[src/design/date_difference_in_days_assert.svh]
// Assertion macros for the top level of the date difference block.
`ifndef DATE_DIFFERENCE_IN_DAYS_ASSERT_SVH
`define DATE_DIFFERENCE_IN_DAYS_ASSERT_SVH

// Same-cycle implication, disabled while reset is high.
`define DDIFF_ASSERT_NOW(label, clk, rst, ante, cons, msg) \
   label: assert property (@(posedge clk) disable iff (rst) (ante) |-> (cons)) \
      else $error(msg);

// Next-cycle implication, disabled while reset is high.
`define DDIFF_ASSERT_NEXT(label, clk, rst, ante, cons, msg) \
   label: assert property (@(posedge clk) disable iff (rst) (ante) |=> (cons)) \
      else $error(msg);

`endif

[src/design/ddiff_pkg.sv]
// Types, constants and helper functions for the date difference block.
package ddiff_pkg;

   localparam int YearWidth  = 14;
   localparam int MonthWidth = 4;
   localparam int DomWidth   = 5;
   localparam int DiffWidth  = 23;
   localparam int LeapsWidth = 13;
   localparam int Q100Width  = 8;
   localparam int MstWidth   = 9;

   // floor(v / 100) for any 14-bit v is (v * 5243) >> 19.
   localparam int Recip100   = 5243;
   localparam int RecipShift = 19;
   localparam int RecipWidth = 13;
   localparam int ProdWidth  = YearWidth + RecipWidth;

   typedef logic [YearWidth-1:0]        year_type;
   typedef logic [MonthWidth-1:0]       month_type;
   typedef logic [DomWidth-1:0]         dom_type;
   typedef logic signed [DiffWidth-1:0] diff_type;
   typedef logic [DiffWidth-1:0]        daynum_type;
   typedef logic [LeapsWidth-1:0]       leaps_type;
   typedef logic [Q100Width-1:0]        q100_type;
   typedef logic [MstWidth-1:0]         mst_type;

   typedef enum logic [1:0] {
      STATUS_OK        = 2'd0,
      STATUS_BAD_YEAR  = 2'd1,
      STATUS_BAD_MONTH = 2'd2,
      STATUS_BAD_DAY   = 2'd3
   } status_type;

   typedef enum logic [0:0] {
      CSR_BASE_YEAR = 1'b0,
      CSR_LAST_YEAR = 1'b1
   } csr_index_type;

   localparam year_type BaseYearReset = YearWidth'(1900);
   localparam year_type LastYearReset = YearWidth'(2100);

   localparam daynum_type DaysPerYear = DiffWidth'(365);
   localparam dom_type    DaysFebLeap   = DomWidth'(29);
   localparam dom_type    DaysFebCommon = DomWidth'(28);
   localparam dom_type    DaysShortMon  = DomWidth'(30);

   localparam month_type MonthJan = MonthWidth'(1);
   localparam month_type MonthFeb = MonthWidth'(2);
   localparam month_type MonthMar = MonthWidth'(3);
   localparam month_type MonthApr = MonthWidth'(4);
   localparam month_type MonthJun = MonthWidth'(6);
   localparam month_type MonthSep = MonthWidth'(9);
   localparam month_type MonthNov = MonthWidth'(11);
   localparam month_type MonthDec = MonthWidth'(12);

   // Days before each month in a common year; codes above December hold the full year.
   localparam mst_type MonthStart [0:15] = '{
      9'd0,   9'd0,   9'd31,  9'd59,  9'd90,  9'd120, 9'd151, 9'd181,
      9'd212, 9'd243, 9'd273, 9'd304, 9'd334, 9'd365, 9'd365, 9'd365
   };

   typedef struct packed {
      year_type   year;
      month_type  month;
      dom_type    day;
   } date_type;

   typedef struct packed {
      year_type   base_year;
      year_type   last_year;
      leaps_type  base_leaps;
   } cfg_type;

   typedef struct packed {
      daynum_type day_num;
      status_type status;
   } date_res_type;

   function automatic q100_type quot100(year_type v);
      logic [ProdWidth-1:0] prod;
      prod = ProdWidth'(v) * ProdWidth'(Recip100);
      return prod[RecipShift +: Q100Width];
   endfunction

   // Leap years in [0, p + 1) for p = year - 1, given q = floor(p / 100).
   function automatic leaps_type leap_count(year_type p, q100_type q);
      leaps_type s;
      s = LeapsWidth'(1) + LeapsWidth'(p >> 2) - LeapsWidth'(q) + LeapsWidth'(q >> 2);
      return s;
   endfunction

   function automatic leaps_type leaps_below(year_type y);
      year_type p;
      p = y - YearWidth'(1);
      return (y == '0) ? '0 : leap_count(p, quot100(p));
   endfunction

endpackage

[src/design/ddiff_if.sv]
// Handshake interfaces for the request, response and register write channels.
interface ddiff_req_if;
   import ddiff_pkg::*;
   logic      valid;
   logic      ready;
   year_type  year_a;
   month_type month_a;
   dom_type   day_a;
   year_type  year_b;
   month_type month_b;
   dom_type   day_b;
   modport source (output valid, year_a, month_a, day_a, year_b, month_b, day_b,
                   input ready);
   modport sink   (input valid, year_a, month_a, day_a, year_b, month_b, day_b,
                   output ready);
endinterface

interface ddiff_rsp_if;
   import ddiff_pkg::*;
   logic       valid;
   logic       ready;
   diff_type   day_difference;
   status_type status_a;
   status_type status_b;
   modport source (output valid, day_difference, status_a, status_b, input ready);
   modport sink   (input valid, day_difference, status_a, status_b, output ready);
endinterface

interface ddiff_csr_if;
   import ddiff_pkg::*;
   logic          valid;
   logic          ready;
   csr_index_type index;
   year_type      data;
   modport source (output valid, index, data, input ready);
   modport sink   (input valid, index, data, output ready);
endinterface

[src/design/ddiff_csr.sv]
// Configuration registers, with the leap count of the base year kept alongside.
module ddiff_csr (
   input  logic           clock,
   input  logic           reset,
   ddiff_csr_if.sink      csr_if,
   output ddiff_pkg::cfg_type cfg
);
   import ddiff_pkg::*;

   cfg_type cfg_ff;
   cfg_type cfg_in;

   assign csr_if.ready = 1'b1;

   always_comb begin
      cfg_in = cfg_ff;
      if (csr_if.valid) begin
         case (csr_if.index)
            CSR_BASE_YEAR: begin
               cfg_in.base_year  = csr_if.data;
               cfg_in.base_leaps = leaps_below(csr_if.data);
            end
            CSR_LAST_YEAR: begin
               cfg_in.last_year = csr_if.data;
            end
            default: begin
               cfg_in = cfg_ff;
            end
         endcase
      end
   end

   always_ff @(posedge clock) begin
      if (reset) begin
         cfg_ff.base_year  <= BaseYearReset;
         cfg_ff.last_year  <= LastYearReset;
         cfg_ff.base_leaps <= leaps_below(BaseYearReset);
      end else begin
         cfg_ff <= cfg_in;
      end
   end

   assign cfg = cfg_ff;

endmodule

[src/design/ddiff_date_unit.sv]
// Day number and validity code of one date.
module ddiff_date_unit (
   input  ddiff_pkg::date_type     date,
   input  ddiff_pkg::cfg_type      cfg,
   output ddiff_pkg::date_res_type res
);
   import ddiff_pkg::*;

   year_type   p;
   q100_type   q100;
   logic [6:0] r100;
   logic       leap;
   leaps_type  leaps_y;
   year_type   year_off;
   daynum_type year_part;
   daynum_type month_part;
   status_type status;

   assign p       = date.year - YearWidth'(1);
   assign q100    = quot100(p);
   assign r100    = 7'(p - YearWidth'(YearWidth'(q100) * YearWidth'(100)));
   assign leaps_y = leap_count(p, q100);

   // The year is a multiple of 100 exactly when p leaves 99; then only every fourth counts.
   assign leap = (date.year == '0) ||
                 ((p[1:0] == 2'b11) && ((r100 != 7'd99) || (q100[1:0] == 2'b11)));

   assign year_off  = date.year - cfg.base_year;
   assign year_part = (date.year > cfg.base_year) ?
                      (DiffWidth'(year_off) * DaysPerYear + DiffWidth'(leaps_y)
                       - DiffWidth'(cfg.base_leaps)) : '0;
   assign month_part = DiffWidth'(MonthStart[date.month]) +
                       DiffWidth'((date.month >= MonthMar) && leap);

   always_comb begin
      if ((date.year < cfg.base_year) || (date.year > cfg.last_year)) begin
         status = STATUS_BAD_YEAR;
      end else if (!(date.month inside {[MonthJan:MonthDec]})) begin
         status = STATUS_BAD_MONTH;
      end else if (date.day == '0) begin
         status = STATUS_BAD_DAY;
      end else if ((date.month == MonthFeb) &&
                   (date.day > (leap ? DaysFebLeap : DaysFebCommon))) begin
         status = STATUS_BAD_DAY;
      end else if ((date.month inside {MonthApr, MonthJun, MonthSep, MonthNov}) &&
                   (date.day > DaysShortMon)) begin
         status = STATUS_BAD_DAY;
      end else begin
         status = STATUS_OK;
      end
   end

   assign res.day_num = DiffWidth'(date.day) + year_part + month_part;
   assign res.status  = status;

endmodule

[src/design/date_difference_in_days.sv]
// Top level of the Gregorian date difference block.
// The block takes two dates per request transfer and returns, one response transfer per
// request, the signed number of days from the second date to the first together with a
// validity code for each date. A new request is taken in every clock cycle as long as
// responses are taken. A request transfer loads the pair into the input register, and
// the pair moves into the result register, where its response is offered, once that is
// empty or being emptied. The throughput of one date pair per cycle while responses are
// taken is set by the single pass of date arithmetic between the input and result
// registers. While the response side stalls, the block holds one pair in the result
// register and one in the input register, and only then refuses further requests.
// The base year and last year registers are written through the register port and should
// only be changed while no request is in flight.
`include "date_difference_in_days_assert.svh"

module date_difference_in_days (
   input  logic         clock,
   input  logic         reset,
   ddiff_req_if.sink    req_if,
   ddiff_rsp_if.source  rsp_if,
   ddiff_csr_if.sink    csr_if
);
   import ddiff_pkg::*;

   cfg_type      cfg;

   // Input register: holds the accepted date pair.
   logic         s1_valid_ff;
   logic         s1_valid_in;
   date_type     s1_a_ff;
   date_type     s1_b_ff;

   // Result register: holds the response until the sink takes it.
   logic         rsp_valid_ff;
   logic         rsp_valid_in;
   diff_type     rsp_diff_ff;
   status_type   rsp_status_a_ff;
   status_type   rsp_status_b_ff;

   date_res_type res_a;
   date_res_type res_b;
   logic         advance;
   logic         req_take;

   ddiff_csr u_csr (
      .clock  (clock),
      .reset  (reset),
      .csr_if (csr_if),
      .cfg    (cfg)
   );

   ddiff_date_unit u_date_a (
      .date (s1_a_ff),
      .cfg  (cfg),
      .res  (res_a)
   );

   ddiff_date_unit u_date_b (
      .date (s1_b_ff),
      .cfg  (cfg),
      .res  (res_b)
   );

   // The input register moves on whenever the result register is empty or being emptied,
   // so while responses are being taken the next request is never held up.
   assign advance      = s1_valid_ff && (!rsp_valid_ff || rsp_if.ready);
   assign req_if.ready = !s1_valid_ff || advance;
   assign req_take     = req_if.valid && req_if.ready;

   assign s1_valid_in  = req_take || (s1_valid_ff && !advance);
   assign rsp_valid_in = advance || (rsp_valid_ff && !rsp_if.ready);

   always_ff @(posedge clock) begin
      if (reset) begin
         s1_valid_ff  <= 1'b0;
         rsp_valid_ff <= 1'b0;
      end else begin
         s1_valid_ff  <= s1_valid_in;
         rsp_valid_ff <= rsp_valid_in;
      end
   end

   always_ff @(posedge clock) begin
      if (req_take) begin
         s1_a_ff <= '{year: req_if.year_a, month: req_if.month_a, day: req_if.day_a};
         s1_b_ff <= '{year: req_if.year_b, month: req_if.month_b, day: req_if.day_b};
      end
   end

   // The difference is taken modulo two to the power of the result width.
   always_ff @(posedge clock) begin
      if (advance) begin
         rsp_diff_ff     <= $signed(res_a.day_num - res_b.day_num);
         rsp_status_a_ff <= res_a.status;
         rsp_status_b_ff <= res_b.status;
      end
   end

   assign rsp_if.valid          = rsp_valid_ff;
   assign rsp_if.day_difference = rsp_diff_ff;
   assign rsp_if.status_a       = rsp_status_a_ff;
   assign rsp_if.status_b       = rsp_status_b_ff;

   // A full pipeline with a stalled response must refuse further requests.
   `DDIFF_ASSERT_NOW(a_stall_blocks_req, clock, reset, s1_valid_ff && rsp_valid_ff && !rsp_if.ready, !req_if.ready, "request taken while pipeline is full")
   // Every request transfer lands in the input register.
   `DDIFF_ASSERT_NEXT(a_take_loads_stage, clock, reset, req_take, s1_valid_ff, "accepted request lost")
   // A pair that moves on is offered as a response in the next cycle.
   `DDIFF_ASSERT_NEXT(a_advance_shows_rsp, clock, reset, advance, rsp_if.valid, "computed result not offered")

endmodule

[src/flat_wrapper.sv]
// flat-port wrapper written by rule: the top's interface ports become plain ports
module date_difference_in_days_flat import ddiff_pkg::*;
  (clock, reset, req_if_valid, req_if_year_a, req_if_month_a, req_if_day_a, req_if_year_b, req_if_month_b, req_if_day_b, req_if_ready, rsp_if_valid, rsp_if_day_difference, rsp_if_status_a, rsp_if_status_b, rsp_if_ready, csr_if_valid, csr_if_index, csr_if_data, csr_if_ready);
  ddiff_req_if req_if_i ();
  ddiff_rsp_if rsp_if_i ();
  ddiff_csr_if csr_if_i ();
  input  logic clock;
  input  logic reset;
  input wire logic [$bits(req_if_i.valid)-1:0] req_if_valid;
  input wire logic [$bits(req_if_i.year_a)-1:0] req_if_year_a;
  input wire logic [$bits(req_if_i.month_a)-1:0] req_if_month_a;
  input wire logic [$bits(req_if_i.day_a)-1:0] req_if_day_a;
  input wire logic [$bits(req_if_i.year_b)-1:0] req_if_year_b;
  input wire logic [$bits(req_if_i.month_b)-1:0] req_if_month_b;
  input wire logic [$bits(req_if_i.day_b)-1:0] req_if_day_b;
  output wire logic [$bits(req_if_i.ready)-1:0] req_if_ready;
  output wire logic [$bits(rsp_if_i.valid)-1:0] rsp_if_valid;
  output wire logic [$bits(rsp_if_i.day_difference)-1:0] rsp_if_day_difference;
  output wire logic [$bits(rsp_if_i.status_a)-1:0] rsp_if_status_a;
  output wire logic [$bits(rsp_if_i.status_b)-1:0] rsp_if_status_b;
  input wire logic [$bits(rsp_if_i.ready)-1:0] rsp_if_ready;
  input wire logic [$bits(csr_if_i.valid)-1:0] csr_if_valid;
  input wire logic [$bits(csr_if_i.index)-1:0] csr_if_index;
  input wire logic [$bits(csr_if_i.data)-1:0] csr_if_data;
  output wire logic [$bits(csr_if_i.ready)-1:0] csr_if_ready;
  assign req_if_i.valid = req_if_valid;
  assign req_if_i.year_a = req_if_year_a;
  assign req_if_i.month_a = req_if_month_a;
  assign req_if_i.day_a = req_if_day_a;
  assign req_if_i.year_b = req_if_year_b;
  assign req_if_i.month_b = req_if_month_b;
  assign req_if_i.day_b = req_if_day_b;
  assign req_if_ready = req_if_i.ready;
  assign rsp_if_valid = rsp_if_i.valid;
  assign rsp_if_day_difference = rsp_if_i.day_difference;
  assign rsp_if_status_a = rsp_if_i.status_a;
  assign rsp_if_status_b = rsp_if_i.status_b;
  assign rsp_if_i.ready = rsp_if_ready;
  assign csr_if_i.valid = csr_if_valid;
  assign csr_if_i.index = csr_if_index;
  assign csr_if_i.data = csr_if_data;
  assign csr_if_ready = csr_if_i.ready;
  date_difference_in_days u_core (.clock(clock), .reset(reset), .req_if(req_if_i), .rsp_if(rsp_if_i), .csr_if(csr_if_i));
endmodule
[config.mk]
export PLATFORM = sky130hd
export DESIGN_NAME = date_difference_in_days_flat
export DESIGN_NICKNAME = d
export VERILOG_FILES = /design/src/design/ddiff_pkg.sv /design/src/design/ddiff_if.sv /design/src/design/ddiff_csr.sv /design/src/design/ddiff_date_unit.sv /design/src/design/date_difference_in_days.sv /design/src/flat_wrapper.sv
export VERILOG_INCLUDE_DIRS = /design/src /design/src/design
export SDC_FILE = /design/constraint.sdc
export NUM_CORES = 2
export LEC_CHECK = 0
export BUFFER_PORTS_ARGS = -buffer_cell sky130_fd_sc_hd__buf_4
export CAP_MARGIN = 20
export CORE_MARGIN = 10
export CORE_UTILIZATION = 35
export DETAILED_ROUTE_END_ITERATION = 10
export PLACE_DENSITY_LB_ADDON = 0.1
export SYNTH_ARGS = -nofsm -noshare
export SYNTH_HDL_FRONTEND = slang
export SYNTH_HIERARCHICAL = 1
export SYNTH_SLANG_ARGS = --single-unit
[constraint.sdc]
create_clock -name clock -period 34.8 [get_ports clock]
set_input_delay 3.48 -clock clock [delete_from_list [all_inputs] [get_ports clock]]
set_output_delay 3.48 -clock clock [all_outputs]
set_load 0.02 [all_outputs]
== Yosys cells after proc, flatten, opt, wreduce, memory -nomap -nowiden ==
Memories as Yosys holds them, arrays and structs flattened.
Cells that the tools add are included.

* Input port bits: 66
* Bits in read-only memories: 288
* Bits in registers: 116
* Memories: 2
* Output and inout port bits: 30

{| class="wikitable"
|+ Memory list
! memory !! depth !! bits a word !! rd ports !! clocked after memory_dff !! wr ports !! RTL line !! source
|-
| (no name shown) || 16 || 9 || 1 || 0 || 0 || ddiff_date_unit.sv:32 || <nowiki>assign month_part = DiffWidth'(MonthStart[date.month]) +</nowiki>
|-
| (no name shown) || 16 || 9 || 1 || 0 || 0 || ddiff_date_unit.sv:32 ||
|}

* Mux-type cells: 17
* Reduce and logical (&&, ||, !) cells: 37
* Multipliers: 7
* Eq/ne operators: 16
* Add/sub/neg operators: 27
* $lt $le $gt $ge: 18
* Bitwise gates (word level): 3

{| class="wikitable"
|+ Operators by type and width
! operator !! number
|-
| multiplier 14 x 13 -> 27 bit (second input constant) || 3
|-
| greater-than comparator 14 bit || 4
|-
| adder 23 x 10 -> 23 bit || 2
|-
| adder 23 x 13 -> 23 bit || 2
|-
| adder 5 x 23 -> 23 bit || 2
|-
| multiplier 14 x 9 -> 23 bit (second input constant) || 2
|-
| two-way mux 23 bit || 2
|-
| subtractor 23 x 13 -> 23 bit || 2
|-
| zero test 14 bit || 3
|-
| subtractor 14 x 1 -> 14 bit (second input constant) || 3
|-
| adder 1 x 12 -> 13 bit (first input constant) || 3
|-
| adder 13 x 6 -> 13 bit || 3
|-
| subtractor 13 x 8 -> 13 bit || 3
|-
| two-way mux 9 bit || 4
|-
| < comparator 14 bit || 2
|-
| subtractor 14 bit || 2
|-
| subtractor 23 bit || 1
|-
| adder 9 x 1 -> 10 bit || 2
|-
| == test 4 x 3 -> 1 bit (second input constant) || 4
|-
| == test 4 bit (second input constant) || 4
|-
| multiplier 8 x 5 -> 5 bit (second input constant) || 2
|-
| two-way mux 2 bit || 8
|-
| logical AND 1 bit || 14
|-
| inequality test 7 bit (second input constant) || 2
|-
| other kinds (18) || 46
|}

== Depth between registers and ports, before layout ==
* Word-level depth: 14
* Mapped depth: 67
* Depth with buffers taken out: 66

== Cells and area by module ==
The synthesis kept the hierarchy.

{| class="wikitable"
|+ By module, submodules not included
! module !! instances !! area an instance (um^2) !! seq. area each (um^2) !! cells an instance
|-
| ddiff_date_unit at u_core.u_date_b || 1 || 10751.6 || 0.0 || 1253
|-
| ddiff_date_unit at u_core.u_date_a || 1 || 10672.7 || 0.0 || 1247
|-
| ddiff_csr || 1 || 5890.6 || 820.8 || 678
|-
| date_difference_in_days || 1 || 3565.9 || 2232.1 || 268
|}

== Worst setup path before layout ==
OpenSTA, ideal clock, no wires.

* Kind: register to register
* Start: register u_core/s1_b_ff[9] in the netlist's numbering
* End: register u_core.rsp_diff_ff[22] (netlist: u_core/rsp_if.day_difference[22]) (data pin)
* Period minus slack after synthesis: 14.064 ns
* Data arrival time: 13.804 ns
* Buffers on the path: 1
* Slack: 20.736 ns
* Stages on the path, launching flop included: 65
* Library setup time: 0.260 ns
* Cells stage by stage: edfxtp_1 > inv_1 > ha_1 > nor3b_2 > nor3b_2 > nand2_1 > or3_1 > xor2_1 > clkinv_1 > o21ai_0 > xnor2_1 > inv_1 > fa_1 > inv_1 > fa_1 > fa_1 > inv_1 > fa_1 > (+29 left out) > nor2_1 > ha_1 > ha_1 > and3_1 > a211oi_1 > or2_4 > nor2_1 > xor2_1 > nor2_1 > inv_1 > ha_1 > clkdlybuf4s15_2 > nand4_1 > nor3_1 > a221oi_2 > a21o_1 > a31oi_1 > xnor2_1

{| class="wikitable"
|+ RTL lines
! element !! RTL line !! source
|-
| start: declaration || date_difference_in_days.sv:30 || <nowiki>date_type s1_b_ff;</nowiki>
|-
| start signal: assignment || date_difference_in_days.sv:85 || <nowiki>s1_b_ff <= '{year: req_if.year_b, month: req_if.month_b, day: req_if.day_b};</nowiki>
|-
| end signal: assignment || date_difference_in_days.sv:92 || <nowiki>rsp_diff_ff <= $signed(res_a.day_num - res_b.day_num);</nowiki>
|-
| end: declaration || date_difference_in_days.sv:35 || <nowiki>diff_type rsp_diff_ff;</nowiki>
|}

==> results.json <==
{
  "status": "complete, no violations",
  "initial_core_util_pct": 35.4,
  "clockBufferDepth": 2,
  "place_ws_ns": 18.57,
  "drive_gt1_share_pct": 6.57,
  "final_antenna_net_count": 0,
  "area_delta_synth_final_pct": 8.78,
  "ys_warn_count": 6,
  "post-route-min-period_ns": 16.45,
  "synth_top_family_by_area": "adder cells",
  "netlist_area_mm2": 0.0309,
  "place_congestion": 0.863,
  "place_area_mm2": 0.0330,
  "clock-root-buffer": "clkbuf_16",
  "end_kind": "flip-flop",
  "critPathSlowestCell": "clkinv_1",
  "dpl.hpwl_um": 76200,
  "cp_common_cell": "fa_1",
  "setup_violations": 0,
  "chipHeight_um": 317,
  "critPathMaxFanout": 8,
  "grt_start_max_net_pins": 47,
  "worstPathArrival_ns": 16.65,
  "worstPathRequired_ns": 35.00,
  "fp.coreArea_mm2": 0.0872,
  "synth-async-reset-ratio_pct": 0,
  "syn_nets": 4486,
  "drt-pass1-iter-count": 5,
  "ctsResizeCount": 0,
  "drtIter0Drc": 1054,
  "avgSynthCellArea_um2": 8.96,
  "fmax_mhz": 60.8,
  "yosysSeqAreaShare_pct": 9.89,
  "critPathMaxStageDelay_ns": 0.55,
  "ctsHoldBuffers": 0,
  "finalMaxSlewViolations": 0,
  "netlist_instances": 3446,
  "synth-simple-area-share_pct": 10.6,
  "synthMuxAreaShare_pct": 0.794,
  "clkTransAtPathRegs_ns": 0.07,
  "synth.distinct_cells": 118,
  "setup_slack_ns": 18.35,
  "cts_sinks": 116,
  "yosys_register_bits": 116,
  "stdcell_area_mm2": 0.0336,
  "hold_violations": 0,
  "cts_setup_buffers": 0,
  "antenna_found_initial": 1,
  "rsz0062_at_grt": "no",
  "grt_pass1_vias": 23600,
  "hold_class": "reg2reg",
  "insertion_delay_ns": 0.46,
  "slew_headroom_pct": 31.3,
  "synth_adder_area_share_pct": 47.8,
  "fin_worst_skew_ns": 0.0134,
  "final_core_util_pct": 38.5,
  "globalRouteOverflowTotal": 0,
  "worstSetupPathType": "reg2reg",
  "synthFlopType": "edfxtp_1",
  "synth_top_cell_by_area": "ha_1",
  "synth_compound_area_share_pct": 12.6,
  "synth_xor_area_share_pct": 7.69,
  "synth_top_area_share_pct": 25.6,
  "synth_edf_count": 73,
  "tightest_slew_ns": 1.03,
  "routed_via_density": 4.83,
  "wl_per_cell_um": 18.3,
  "dieWidth_um": 317,
  "fin_crit_sh_pct": 47.3,
  "vias": 22700,
  "grt_usage_pct": 17.4,
  "htreeDepth": 4,
  "finalSetupTns_ns": 0,
  "cap_violations": 0,
  "dieArea_mm2": 0.101,
  "routed_wl_um": 85800,
  "grt_pass1_wl_um": 136000,
  "drc_errors": 0,
  "cts_buffers": 17,
  "fin_nets": 4573,
  "startpoint_type": "flip-flop",
  "cts_tree": "built",
  "rows": 108,
  "synth.area.top_cells": "ha_1 26%, fa_1 22%, inv_1 9.8%",
  "port_buffers": 94,
  "ios": 96
}
[final timing paths]
check,start,endpoint,slack (ns),cells past startpoint
max,u_core/s1_b_ff[9],u_core/rsp_if.day_difference[19],18.35,62
min,u_core/u_csr/cfg[23],u_core/u_csr/cfg[23],0.47,2
max reg2reg,u_core/s1_b_ff[9],u_core/rsp_if.day_difference[19],18.35,62
min reg2reg,u_core/u_csr/cfg[23],u_core/u_csr/cfg[23],0.47,2
[registers in the layout (all words and copies together), names as in the netlist]
name	flops
u_core/rsp_if.status_b	2
u_core/s1_b_ff	23
u_core/u_csr/cfg	41
u_core/s1_valid_ff	1
u_core/rsp_if.valid	1
u_core/rsp_if.day_difference	23
u_core/rsp_if.status_a	2
u_core/s1_a_ff	23
[cells in the final DEF, fill, tap and decap left out, drive strengths merged, types with 78 or more instances in the layout]
master  netlist  layout
xnor2       163     163
xor2         99      99
ha          632     632
a21oi       157     157
inv         808     813
nor2        171     171
a21o         78      78
nand2       184     184
buf          12     115
fa          342     342
o21ai        97      97
[layout make-up]
class	instances	area [um2]
Inverter	810	3040
Sequential cell	116	3050
Multi-Input combinational cell	2473	24600
Clock buffer	17	425
Antenna cell	1	2.50
Tap cell	1155	1450
Clock inverter	15	173
Fill cell	9059	53600
Timing Repair Buffer	115	863
[critical path, delay by kind of cell, from the launching register on]
family / cells / cell delay [ns]
compound gates: 25 / 4.98
fa+ha+maj: 13 / 5.54
buf+inv: 9 / 1.25
simple gates: 10 / 2.19
flops: 1 / 0.47
xor+xnor: 5 / 1.74
[synthesized netlist by cell type (all sizes together) (13+ instances only)]
master,n
and2,16
nand3,32
nand4,34
nand3b,17
a21o,78
clkbuf,33
a21oi,157
ha,632
a221oi,14
inv,808
nor2,171
dfxtp,43
o31ai,13
nor3b,14
a211oi,15
nor2b,35
xnor2,163
a31oi,16
fa,342
edfxtp,73
o21a,28
o21ai,97
or2,16
nor4,17
xor2,99
o21bai,38
nand2b,21
mux2i,15
and3,16
nor3,46
nand2,184
[per-stage QoR]
step	instances	hold WS, ns
after CTS	4701	0.474
final	4702	0.471
after global routing	4701	0.490
after detailed placement	4669	0.466
after global placement	4669	0.461
after floorplan	3446	0.445
[cell families (layout without fill, tap and decap cells)]
logic type | count (synthesis) | count (layout)
multiplexers | 21 | 21
buffers and inverters | 857 | 957
other | 1 | 2
flip-flops | 116 | 116
AND/OR/NAND/NOR | 651 | 651
XOR/XNOR | 264 | 264
AO/OA/AOI/OAI | 560 | 560
adder cells (fa/ha/maj) | 976 | 976
[metal layers]
metal,global-route usage [%],vias up,part of all wire [%]
met3,1.65,42,2.5
met4,2.82,2,1.2
met2,28.3,278,46
met1,24.9,10900,51
li1,-,11500,-
met5,0,-,0.015
Power is left out: the tool's default activity adds up to more than one toggle a clock period on the data nets, which glitch-free logic cannot reach.
